**src/sv/deq_pkg.sv**
```systemverilog
package deq_pkg;

  localparam int DEPTH      = 16;
  localparam int DATA_WIDTH = 32;
  localparam int IDX_W      = $clog2(DEPTH);
  localparam int CNT_W      = $clog2(DEPTH + 1);
  localparam int SUM_W      = $clog2(2 * DEPTH + 1);

  typedef logic [IDX_W-1:0]      idx_t;
  typedef logic [CNT_W-1:0]      cnt_t;
  typedef logic [DATA_WIDTH-1:0] word_t;

  typedef logic [2:0] req_t;
  localparam req_t REQ_PUSH_FRONT = 3'd0;
  localparam req_t REQ_PUSH_BACK  = 3'd1;
  localparam req_t REQ_POP_FRONT  = 3'd2;
  localparam req_t REQ_POP_BACK   = 3'd3;
  localparam req_t REQ_REVERSE    = 3'd4;

  typedef logic [1:0] status_t;
  localparam status_t ST_DONE  = 2'd0;
  localparam status_t ST_EMPTY = 2'd1;
  localparam status_t ST_FULL  = 2'd2;

  typedef enum logic [1:0] {
    S_IDLE,
    S_READ,
    S_WRITEBACK
  } state_t;

  typedef struct packed {
    logic exec;
    logic capture;
  } cmd_t;

endpackage

```
**src/sv/double_ended_queue.sv**
```systemverilog
// channel  | handshake            | payload
// ---------+----------------------+---------------------------------------------
// in       | in_valid / in_ready  | in_req_type, in_value
// out      | out_valid / out_ready| out_status, out_front_value, out_back_value,
//          |                      | out_is_empty, out_entry_count
//
// Each request runs in steps: pointer update and ring write, registered read of
// the front and back slots from the two-read ring RAM, then load of the result.
// Reset (rst_n low, synchronous) clears head, count, direction flag and the
// output valid; the ring contents are not cleared.
// A result waiting on out_ready holds back the next result load, and with it the
// input; a new request is taken while the previous result still waits.
module double_ended_queue (
  input  logic        clk,
  input  logic        rst_n,
  input  logic        in_valid,
  output logic        in_ready,
  input  logic [2:0]  in_req_type,
  input  logic [31:0] in_value,
  output logic        out_valid,
  input  logic        out_ready,
  output logic [1:0]  out_status,
  output logic [31:0] out_front_value,
  output logic [31:0] out_back_value,
  output logic        out_is_empty,
  output logic [4:0]  out_entry_count
);

  deq_pkg::cmd_t cmd;

  deq_ctrl u_ctrl (
    .clk       (clk),
    .rst_n     (rst_n),
    .in_valid  (in_valid),
    .in_ready  (in_ready),
    .out_valid (out_valid),
    .out_ready (out_ready),
    .cmd       (cmd)
  );

  deq_dp u_dp (
    .clk             (clk),
    .rst_n           (rst_n),
    .cmd             (cmd),
    .in_req_type     (in_req_type),
    .in_value        (in_value),
    .out_status      (out_status),
    .out_front_value (out_front_value),
    .out_back_value  (out_back_value),
    .out_is_empty    (out_is_empty),
    .out_entry_count (out_entry_count)
  );

  // a transfer in keeps the input closed for the following cycle
  a_busy_after_accept: assert property (@(posedge clk) disable iff (!rst_n)
    in_valid && in_ready |=> !in_ready)
    else $error("input accepted while a request is in flight");

  a_empty_words: assert property (@(posedge clk) disable iff (!rst_n)
    out_valid && out_is_empty |-> out_front_value == 32'd0 && out_back_value == 32'd0)
    else $error("empty result carries non-zero words");

  a_empty_count: assert property (@(posedge clk) disable iff (!rst_n)
    out_valid |-> (out_is_empty == (out_entry_count == 5'd0)))
    else $error("empty flag disagrees with entry count");

  a_count_bound: assert property (@(posedge clk) disable iff (!rst_n)
    out_valid |-> 32'(out_entry_count) <= 32'(deq_pkg::DEPTH))
    else $error("entry count beyond depth");

endmodule

```
**src/sv/deq_ram.sv**
```systemverilog
module deq_ram #(
  parameter int WIDTH = 32,
  parameter int DEPTH = 16
) (
  input  logic                     clk,
  input  logic                     we,
  input  logic [$clog2(DEPTH)-1:0] waddr,
  input  logic [WIDTH-1:0]         wdata,
  input  logic [$clog2(DEPTH)-1:0] raddr_a,
  input  logic [$clog2(DEPTH)-1:0] raddr_b,
  output logic [WIDTH-1:0]         rdata_a,
  output logic [WIDTH-1:0]         rdata_b
);

  logic [WIDTH-1:0] mem [DEPTH];
  logic [WIDTH-1:0] rdata_a_r;
  logic [WIDTH-1:0] rdata_b_r;

  always_ff @(posedge clk) begin
    if (we) begin
      mem[waddr] <= wdata;
    end
    rdata_a_r <= mem[raddr_a];
    rdata_b_r <= mem[raddr_b];
  end

  assign rdata_a = rdata_a_r;
  assign rdata_b = rdata_b_r;

endmodule

```
**src/sv/deq_ctrl.sv**
```systemverilog
module deq_ctrl (
  input  logic          clk,
  input  logic          rst_n,
  input  logic          in_valid,
  output logic          in_ready,
  output logic          out_valid,
  input  logic          out_ready,
  output deq_pkg::cmd_t cmd
);

  deq_pkg::state_t state_r, state_nxt;
  logic            out_valid_r, out_valid_nxt;

  always_ff @(posedge clk) begin
    if (!rst_n) begin
      state_r     <= deq_pkg::S_IDLE;
      out_valid_r <= 1'b0;
    end else begin
      state_r     <= state_nxt;
      out_valid_r <= out_valid_nxt;
    end
  end

  always_comb begin
    state_nxt     = state_r;
    in_ready      = 1'b0;
    cmd.exec      = 1'b0;
    cmd.capture   = 1'b0;
    out_valid_nxt = out_valid_r && !out_ready;
    case (state_r)
      deq_pkg::S_IDLE: begin
        // input stays closed while reset is held
        in_ready = rst_n;
        if (in_valid && rst_n) begin
          cmd.exec  = 1'b1;
          state_nxt = deq_pkg::S_READ;
        end
      end
      deq_pkg::S_READ: begin
        state_nxt = deq_pkg::S_WRITEBACK;
      end
      deq_pkg::S_WRITEBACK: begin
        // output register must be free (or freeing) before loading
        if (!out_valid_r || out_ready) begin
          cmd.capture   = 1'b1;
          out_valid_nxt = 1'b1;
          state_nxt     = deq_pkg::S_IDLE;
        end
      end
      default: begin
        state_nxt = deq_pkg::S_IDLE;
      end
    endcase
  end

  assign out_valid = out_valid_r;

endmodule

```
**src/sv/deq_dp.sv**
```systemverilog
module deq_dp (
  input  logic          clk,
  input  logic          rst_n,
  input  deq_pkg::cmd_t cmd,
  input  logic [2:0]    in_req_type,
  input  logic [31:0]   in_value,
  output logic [1:0]    out_status,
  output logic [31:0]   out_front_value,
  output logic [31:0]   out_back_value,
  output logic          out_is_empty,
  output logic [4:0]    out_entry_count
);

  deq_pkg::idx_t    head_r, head_nxt;
  deq_pkg::cnt_t    count_r, count_nxt;
  logic             rev_r, rev_nxt;
  deq_pkg::status_t status_r, status_nxt;

  logic [1:0]  res_status_r;
  logic [31:0] res_front_r;
  logic [31:0] res_back_r;
  logic        res_empty_r;
  logic [4:0]  res_count_r;

  logic            we;
  deq_pkg::idx_t   waddr;
  deq_pkg::word_t  wdata;
  deq_pkg::idx_t   raddr_a, raddr_b;
  deq_pkg::word_t  rdata_a, rdata_b;
  deq_pkg::word_t  front_word, back_word;
  logic            phys_front;
  logic            full, empty;

  // (a + b) mod DEPTH, with a < DEPTH and b <= DEPTH
  function automatic deq_pkg::idx_t wrap_add(deq_pkg::idx_t a, deq_pkg::cnt_t b);
    logic [deq_pkg::SUM_W-1:0] sum;
    sum = deq_pkg::SUM_W'(a) + deq_pkg::SUM_W'(b);
    if (sum >= deq_pkg::SUM_W'(deq_pkg::DEPTH)) begin
      sum = sum - deq_pkg::SUM_W'(deq_pkg::DEPTH);
    end
    return deq_pkg::IDX_W'(sum);
  endfunction

  assign full  = (count_r == deq_pkg::CNT_W'(deq_pkg::DEPTH));
  assign empty = (count_r == '0);
  // does the request act on the physical head of the ring?
  assign phys_front = ((in_req_type == deq_pkg::REQ_PUSH_FRONT) ||
                       (in_req_type == deq_pkg::REQ_POP_FRONT)) != rev_r;
  assign wdata = deq_pkg::DATA_WIDTH'(in_value);

  always_comb begin
    head_nxt   = head_r;
    count_nxt  = count_r;
    rev_nxt    = rev_r;
    status_nxt = deq_pkg::ST_DONE;
    we         = 1'b0;
    waddr      = head_r;
    case (in_req_type)
      deq_pkg::REQ_PUSH_FRONT, deq_pkg::REQ_PUSH_BACK: begin
        if (full) begin
          status_nxt = deq_pkg::ST_FULL;
        end else if (phys_front) begin
          head_nxt  = (head_r == '0) ? deq_pkg::IDX_W'(deq_pkg::DEPTH - 1) : head_r - 1'b1;
          waddr     = head_nxt;
          we        = cmd.exec;
          count_nxt = count_r + 1'b1;
        end else begin
          waddr     = wrap_add(head_r, count_r);
          we        = cmd.exec;
          count_nxt = count_r + 1'b1;
        end
      end
      deq_pkg::REQ_POP_FRONT, deq_pkg::REQ_POP_BACK: begin
        if (empty) begin
          status_nxt = deq_pkg::ST_EMPTY;
        end else begin
          if (phys_front) begin
            head_nxt = wrap_add(head_r, deq_pkg::CNT_W'(1));
          end
          count_nxt = count_r - 1'b1;
        end
      end
      deq_pkg::REQ_REVERSE: begin
        if (empty) begin
          status_nxt = deq_pkg::ST_EMPTY;
        end else begin
          rev_nxt = !rev_r;
        end
      end
      default: begin
      end
    endcase
  end

  always_ff @(posedge clk) begin
    if (!rst_n) begin
      head_r  <= '0;
      count_r <= '0;
      rev_r   <= 1'b0;
    end else if (cmd.exec) begin
      head_r  <= head_nxt;
      count_r <= count_nxt;
      rev_r   <= rev_nxt;
    end
  end

  always_ff @(posedge clk) begin
    if (cmd.exec) begin
      status_r <= status_nxt;
    end
  end

  // pointers are settled by the time the read is issued
  assign raddr_a = head_r;
  assign raddr_b = empty ? head_r : wrap_add(head_r, count_r - 1'b1);

  deq_ram #(
    .WIDTH (deq_pkg::DATA_WIDTH),
    .DEPTH (deq_pkg::DEPTH)
  ) u_ring (
    .clk     (clk),
    .we      (we),
    .waddr   (waddr),
    .wdata   (wdata),
    .raddr_a (raddr_a),
    .raddr_b (raddr_b),
    .rdata_a (rdata_a),
    .rdata_b (rdata_b)
  );

  always_comb begin
    if (empty) begin
      front_word = '0;
      back_word  = '0;
    end else begin
      front_word = rev_r ? rdata_b : rdata_a;
      back_word  = rev_r ? rdata_a : rdata_b;
    end
  end

  always_ff @(posedge clk) begin
    if (cmd.capture) begin
      res_status_r <= status_r;
      res_front_r  <= 32'(front_word);
      res_back_r   <= 32'(back_word);
      res_empty_r  <= empty;
      res_count_r  <= 5'(count_r);
    end
  end

  assign out_status      = res_status_r;
  assign out_front_value = res_front_r;
  assign out_back_value  = res_back_r;
  assign out_is_empty    = res_empty_r;
  assign out_entry_count = res_count_r;

endmodule

```
**config.mk**
```make
export PLATFORM = sky130hd
export DESIGN_NAME = double_ended_queue
export DESIGN_NICKNAME = d
export VERILOG_FILES = /design/src/sv/deq_pkg.sv /design/src/sv/double_ended_queue.sv /design/src/sv/deq_ram.sv /design/src/sv/deq_ctrl.sv /design/src/sv/deq_dp.sv
export SDC_FILE = /design/constraint.sdc
export NUM_CORES = 1
export LEC_CHECK = 0
export BUFFER_PORTS_ARGS = -buffer_cell sky130_fd_sc_hd__clkbuf_2
export CAP_MARGIN = 20
export CORE_AREA = 4 4 278 280
export DETAILED_ROUTE_END_ITERATION = 16
export DIE_AREA = 0 0 282 284
export MAX_ROUTING_LAYER = met4
export PLACE_DENSITY_LB_ADDON = 0.2
export SLEW_MARGIN = 20
export SYNTH_ARGS = -nofsm -noshare
export SYNTH_HDL_FRONTEND = slang
export SYNTH_SLANG_ARGS = --single-unit
```
**constraint.sdc**
```tcl
create_clock -name clk -period 4.95 [get_ports clk]
set_clock_uncertainty 0.2 [all_clocks]
set_input_delay 0.2475 -clock clk [delete_from_list [all_inputs] [get_ports clk]]
set_output_delay 0.2475 -clock clk [all_outputs]
set_load 0.02 [all_outputs]
```
==> flow_summary.json, run 1 <==
{
  "drv_cap": 0,
  "h-tree-depth": 3,
  "grt_pass1_wl_um": 119000,
  "final_common_cell": "edfxtp_1",
  "cts.path.max_buffers": 3,
  "synthFlopType": "edfxtp_1",
  "p_int_mw": 9.78,
  "drc": 0,
  "finalNetCount": 1766,
  "grt_usage": 0.209,
  "via_per_inst": 6.09,
  "layout-drive-gt1-share": 0.321,
  "postLayoutCoreUtil": 0.463,
  "rows": 100,
  "grt_pass1_vias": 17467,
  "hold_path.class": "input port to flip-flop",
  "gp_congestion": 0.801,
  "p_leak_nw": 10.9,
  "worstMarginPinSlew_ns": 1.00,
  "cts_tree": "yes",
  "grt_max_degree": 62,
  "drtAntennaViolNets": 0,
  "syn-num-nets": 1598,
  "firstDrtPassIters": 5,
  "cpMaxStageDelayCell": "dfxtp_4",
  "synth_warnings": 0,
  "ys_types": 54,
  "end_kind": "flip-flop",
  "grt-ovfl-total": 0,
  "fin_crit_sh": 0.785,
  "wl_um": 81000,
  "async_reset_ff_frac": 0,
  "wl_per_cell_um": 29.5,
  "antenna_found_initial": 2,
  "finalHoldViolCount": 0,
  "path_cells": "ha_1, inv_1, fa_1, and3_1, o31ai_1, nand4_1, a21oi_4, buf_4",
  "status": "finished, final reports clean",
  "critical_path_required_ns": 5.03,
  "die_y_um": 284,
  "fp.coreArea_sq_mm": 0.0744,
  "max-slew-margin-rel": 0.332,
  "die_x_um": 282,
  "slowest_delay_ns": 0.73,
  "start_util": 0.399,
  "clock_latency_ns": 0.60,
  "r2r_slack_ns": 1.06,
  "max-vdd-ir-drop_uv": 228,
  "portBuffers": 112,
  "combPwrFrac": 0.076,
  "slew_violations": 0,
  "switching_share": 0.220,
  "rsz0062_at_grt": "false",
  "final_cell_mix": "edfxtp_1, mux4_2, o31ai_1, clkbuf_2, nor2_1",
  "area_delta_synth_final_pct": 16.0,
  "clkPwrFrac": 0.425,
  "via_count": 16730,
  "cts-root-buf": "clkbuf_16",
  "netSwitchingPower_mw": 2.77,
  "cts_setup_buffers": 0,
  "final_area_sq_mm": 0.0345,
  "num-fill-cells": 6212,
  "dpl_cell_area_sq_mm": 0.0317,
  "p_per_area_mw_per_mm2": 364,
  "cts_sinks": 663,
  "drtIter0Drc": 1583,
  "die_area_sq_mm": 0.0801,
  "ctsResizeCount": 0,
  "seqPwrFrac": 0.499,
  "path_class": "flip-flop to flip-flop",
  "synth_cells": 1546,
  "io-pin-count": 113,
  "fmax_mhz": 257,
  "layout_min_cycle_time_ns": 3.89,
  "yosysSeqAreaShare": 0.644,
  "critPathLaunchType": "flip-flop",
  "cts-hold-fix-buffers": 42,
  "setup_tns_ns": 0,
  "syn_area_sq_mm": 0.0297,
  "finalSetupViolCount": 0,
  "synth-seq-cells": 663,
  "syn_avg_cell_area_sq_um": 19.2,
  "clk_pin_slew_worst_paths_ns": 0.06,
  "cts_buffers": 75,
  "crit_path_max_fanout": 31,
  "hpwl_um": 47500,
  "synth_edf_count": 586,
  "critPathArrivalTime_ns": 3.97
}
[sequential cells by signal, indices dropped and copies added (netlist names), 2 cells and up]
name,count
u_dp.u_ring.rdata_a,32
u_dp.out_status,2
u_ctrl.state_r,2
u_dp.out_front_value,32
u_dp.out_back_value,32
u_dp.u_ring.mem,512
u_dp.u_ring.rdata_b,32
u_dp.status_r,2
u_dp.count_r,5
u_dp.head_r,4
u_dp.out_entry_count,5
[routing by layer]
| layer | wire [um] | vias up | global-route usage |
|---|---|---|---|
| met5 | 0 | - | - |
| met4 | 2440 | 0 | 0.0706 |
| met3 | 5530 | 143 | 0.0355 |
| met2 | 40300 | 732 | 0.336 |
| met1 | 32800 | 8876 | 0.271 |
| li1 | - | 6979 | - |
[area by class of cell]
cell class                 instances  area (sq um)  area share
antenna                            2          5.00    0.000145
tap                              969          1210      0.0352
timing repair buffer             218          1560      0.0453
multi-input combinational        745         10100       0.294
clock buffer                     108          2140      0.0622
sequential                       663         19200       0.556
clock inverter                    29           230     0.00668
inverter                          11          41.3     0.00120
[critical path: cells and delay by family (launching register included)]
family	cells	cell delay [ns]
AOI/OAI and AO/OA	2	0.98
and+or+nand+nor	2	0.52
DFF	1	0.73
buffers and inverters	2	0.42
adders and majority gates	2	0.70
[cells in the mapped netlist (9+ instances only)]
| cell | instances | area [sq um] |
|---|---|---|
| buf_12 | 10 | 200 |
| ha_1 | 11 | 138 |
| dfxtp_1 | 77 | 1540 |
| buf_1 | 29 | 109 |
| xnor2_1 | 9 | 78.8 |
| inv_1 | 10 | 37.5 |
| mux4_1 | 44 | 1160 |
| nand4_1 | 39 | 244 |
| nor2_1 | 80 | 300 |
| clkbuf_1 | 81 | 304 |
| a21oi_1 | 26 | 130 |
| o31ai_1 | 131 | 983 |
| edfxtp_1 | 586 | 17600 |
| mux2i_1 | 67 | 671 |
| nor3_1 | 20 | 100 |
| mux4_2 | 244 | 5500 |
[path summary, 6_finish.rpt]
kind                          from                       to  cells after the start
hold reg to reg   u_dp.status_r[1]       u_dp.out_status[1]                      0
setup reg to reg    u_dp.head_r[0]  u_dp.u_ring.mem[10][19]                      8
hold / removal      in_req_type[0]         u_dp.status_r[0]                      4
setup / recovery    u_dp.head_r[0]  u_dp.u_ring.mem[10][19]                      8
[kinds of logic (layout without fill, tap and decap cells)]
group	count (synthesis)	after routing	share of synthesized area
DFF	663	663	0.644
other	0	2	0
buffers and inverters	138	366	0.0245
AOI/OAI and AO/OA	187	187	0.0451
muxes	358	358	0.248
and+or+nand+nor	175	175	0.0296
xor gates and xnor gates	12	12	0.00354
adders and majority gates	13	13	0.00598
[metrics by stage]
stage	hold slack, ns	total power [mW]	instances	worst slack [ns]
finish	0.0555	12.5	2745	1.06
global route	0.0590	13.0	2745	0.877
CTS	0.00892	12.7	2743	1.06
detailed placement	0.215	7.32	2564	1.05
global placement	0.224	7.31	2564	1.11
floorplan	0.146	7.02	1546	0.00624
[power by group through the flow]
stage	clock [mW]	combinational (mW)	sequential (mW)
floorplan	0	0.654	6.36
global placement	0	0.928	6.38
detailed placement	0	0.937	6.38
CTS	5.47	0.968	6.26
global route	5.73	1.03	6.27
finish	5.33	0.954	6.26
Power figures use the tool's default switching activity.
==> inputs of run 2 (changes only) <==
clock period = 3.62 ns   (was 4.95 ns; I/O delays follow)
==> run 2 against run 1 <==
Net effect: die area unchanged; non-clock buffer count up 14; global-route usage up 0.29 points; sequential cell count unchanged; power up 37%; clock power up 38%; setup slack worse by 0.81 ns; sequential power up 36%; critical path type unchanged; largest power group unchanged.
==> flow_summary.json, run 2 (synthesis gave the netlist of run 1 again) <==
{
  "seqPwrFrac": 0.497,
  "via_per_inst": 6.12,
  "path_class": "flip-flop to flip-flop",
  "cpMaxStageDelayCell": "buf_12",
  "layout_min_cycle_time_ns": 3.37,
  "layout-drive-gt1-share": 0.328,
  "cts_buffers": 75,
  "cp.buffers_inverters": 2,
  "die_area_sq_mm": 0.0801,
  "postLayoutCoreUtil": 0.469,
  "io-pin-count": 113,
  "die_y_um": 284,
  "final_cells": 2760,
  "via_count": 16887,
  "grt-ovfl-total": 0,
  "drtIter0Drc": 1558,
  "h-tree-depth": 3,
  "gp_congestion": 0.796,
  "fmax_mhz": 297,
  "largest-register": "u_dp.u_ring.mem",
  "finalNetCount": 1780,
  "rows": 100,
  "post-place-cells": 2576,
  "area_delta_synth_final_pct": 17.4,
  "worstMarginPinSlew_ns": 1.06,
  "drv_cap": 0,
  "cts-root-buf": "clkbuf_16",
  "end_kind": "flip-flop",
  "cts_tree": "yes",
  "p_int_mw": 13.4,
  "drtAntennaViolNets": 0,
  "fin_crit_sh": 0.930,
  "rsz0062_at_grt": "false",
  "hpwl_um": 45600,
  "final_common_cell": "edfxtp_1",
  "final_cell_mix": "edfxtp_1, mux4_2, o31ai_1, clkbuf_2, nor2_1",
  "slew_violations": 0,
  "finalSetupViolCount": 0,
  "firstDrtPassIters": 5,
  "largest_reg_flops": 512,
  "fp.coreArea_sq_mm": 0.0744,
  "grt_pass1_wl_um": 120000,
  "p_leak_nw": 11.1,
  "critical_path_required_ns": 3.89,
  "critPathArrivalTime_ns": 3.64,
  "critical-path-top-delay-family": "compound AO/OA/AOI/OAI gates",
  "max-vdd-ir-drop_uv": 322,
  "antenna_found_initial": 3,
  "netSwitchingPower_mw": 3.82,
  "critPathLaunchType": "flip-flop",
  "max-slew-margin-rel": 0.294,
  "cts_setup_buffers": 0,
  "grt_max_degree": 136,
  "finalHoldViolCount": 0,
  "clock_latency_ns": 0.62,
  "clkPwrFrac": 0.426,
  "combPwrFrac": 0.077,
  "drc": 0,
  "p_per_area_mw_per_mm2": 493,
  "crit_path_max_fanout": 135,
  "grt_pass1_vias": 17787,
  "wl_per_cell_um": 29.8,
  "die_x_um": 282,
  "num-fill-cells": 6181,
  "path_cells": "buf_12, ha_1, a21oi_1, a211oi_1, nor3_2, buf_4, o31ai_1, nand4_1",
  "hold_path.class": "flip-flop to flip-flop",
  "wl_um": 82300,
  "clk_pin_slew_worst_paths_ns": 0.06,
  "cts_sinks": 663,
  "portBuffers": 112,
  "cts.path.max_buffers": 3,
  "slowest_delay_ns": 0.66,
  "status": "finished, final reports clean",
  "grt_usage": 0.212,
  "start_util": 0.399,
  "switching_share": 0.222
}
-- run 2: worst paths after layout --
| check | start | to | slack (ns) | depth (start not counted) |
|---|---|---|---|---|
| max | u_dp.head_r[1] | u_dp.u_ring.rdata_b[25] | 0.25 | 8 |
| min | u_dp.status_r[0] | u_dp.out_status[0] | 0.22 | 0 |
| max reg2reg | u_dp.head_r[1] | u_dp.u_ring.rdata_b[25] | 0.25 | 8 |
| min reg2reg | u_dp.status_r[0] | u_dp.out_status[0] | 0.22 | 0 |
-- run 2: layer usage --
layer | vias up | track usage | share of wire
li1 | 7033 | - | -
met1 | 8920 | 0.273 | 0.41
met2 | 739 | 0.341 | 0.49
met3 | 195 | 0.0325 | 0.064
met4 | 0 | 0.0778 | 0.037
met5 | - | - | 0
-- run 2: final cells by class --
class	count	area [sq um]	share of cell area
diodes	3	7.51	0.000215
clock buffers	100	2070	0.0594
clock inverters	37	317	0.00907
inverters	11	41.3	0.00118
multi-input cells	745	10100	0.291
flip-flops and latches	663	19200	0.549
well taps	969	1210	0.0347
repair buffers	232	1950	0.0558
-- run 2: timing repair --
item                                   in CTS  in global routing
resized for setup                           0                  0
endpoints found under the hold margin     529                  0
hold buffers                               43                  0
-- run 2: through the flow --
step                      worst slack [ns]  power (mW)  instance area [sq um]  hold slack [ns]  setup TNS, ns
final                                0.252        17.2                  34900            0.221              0
after global routing                0.0300        17.8                  34900            0.225              0
after CTS                            0.228        17.4                  34900            0.224              0
after detailed placement             0.256        10.0                  32100            0.214              0
after global placement               0.358        9.99                  32100            0.210              0
after floorplan                     -0.450        9.60                  29900           0.0799         -83.50
-- run 2: worst register-to-register path: cells and delay by family, from the launching register on --
kind / cells / cell delay (ns)
adder cells (fa/ha/maj): 1 / 0.28
buffers and inverters: 2 / 1.05
flip-flops: 1 / 0.37
AND/OR/NAND/NOR: 2 / 0.23
AO/OA/AOI/OAI: 3 / 1.08
-- run 2: power by group through the flow --
stage,clock [mW],combinational (mW),sequential (mW)
4_1_cts,7.51,1.34,8.54
6_report,7.33,1.33,8.54
3_3_place_gp,0,1.28,8.71
2_1_floorplan,0,0.897,8.70
3_5_place_dp,0,1.30,8.70
5_1_grt,7.85,1.43,8.56
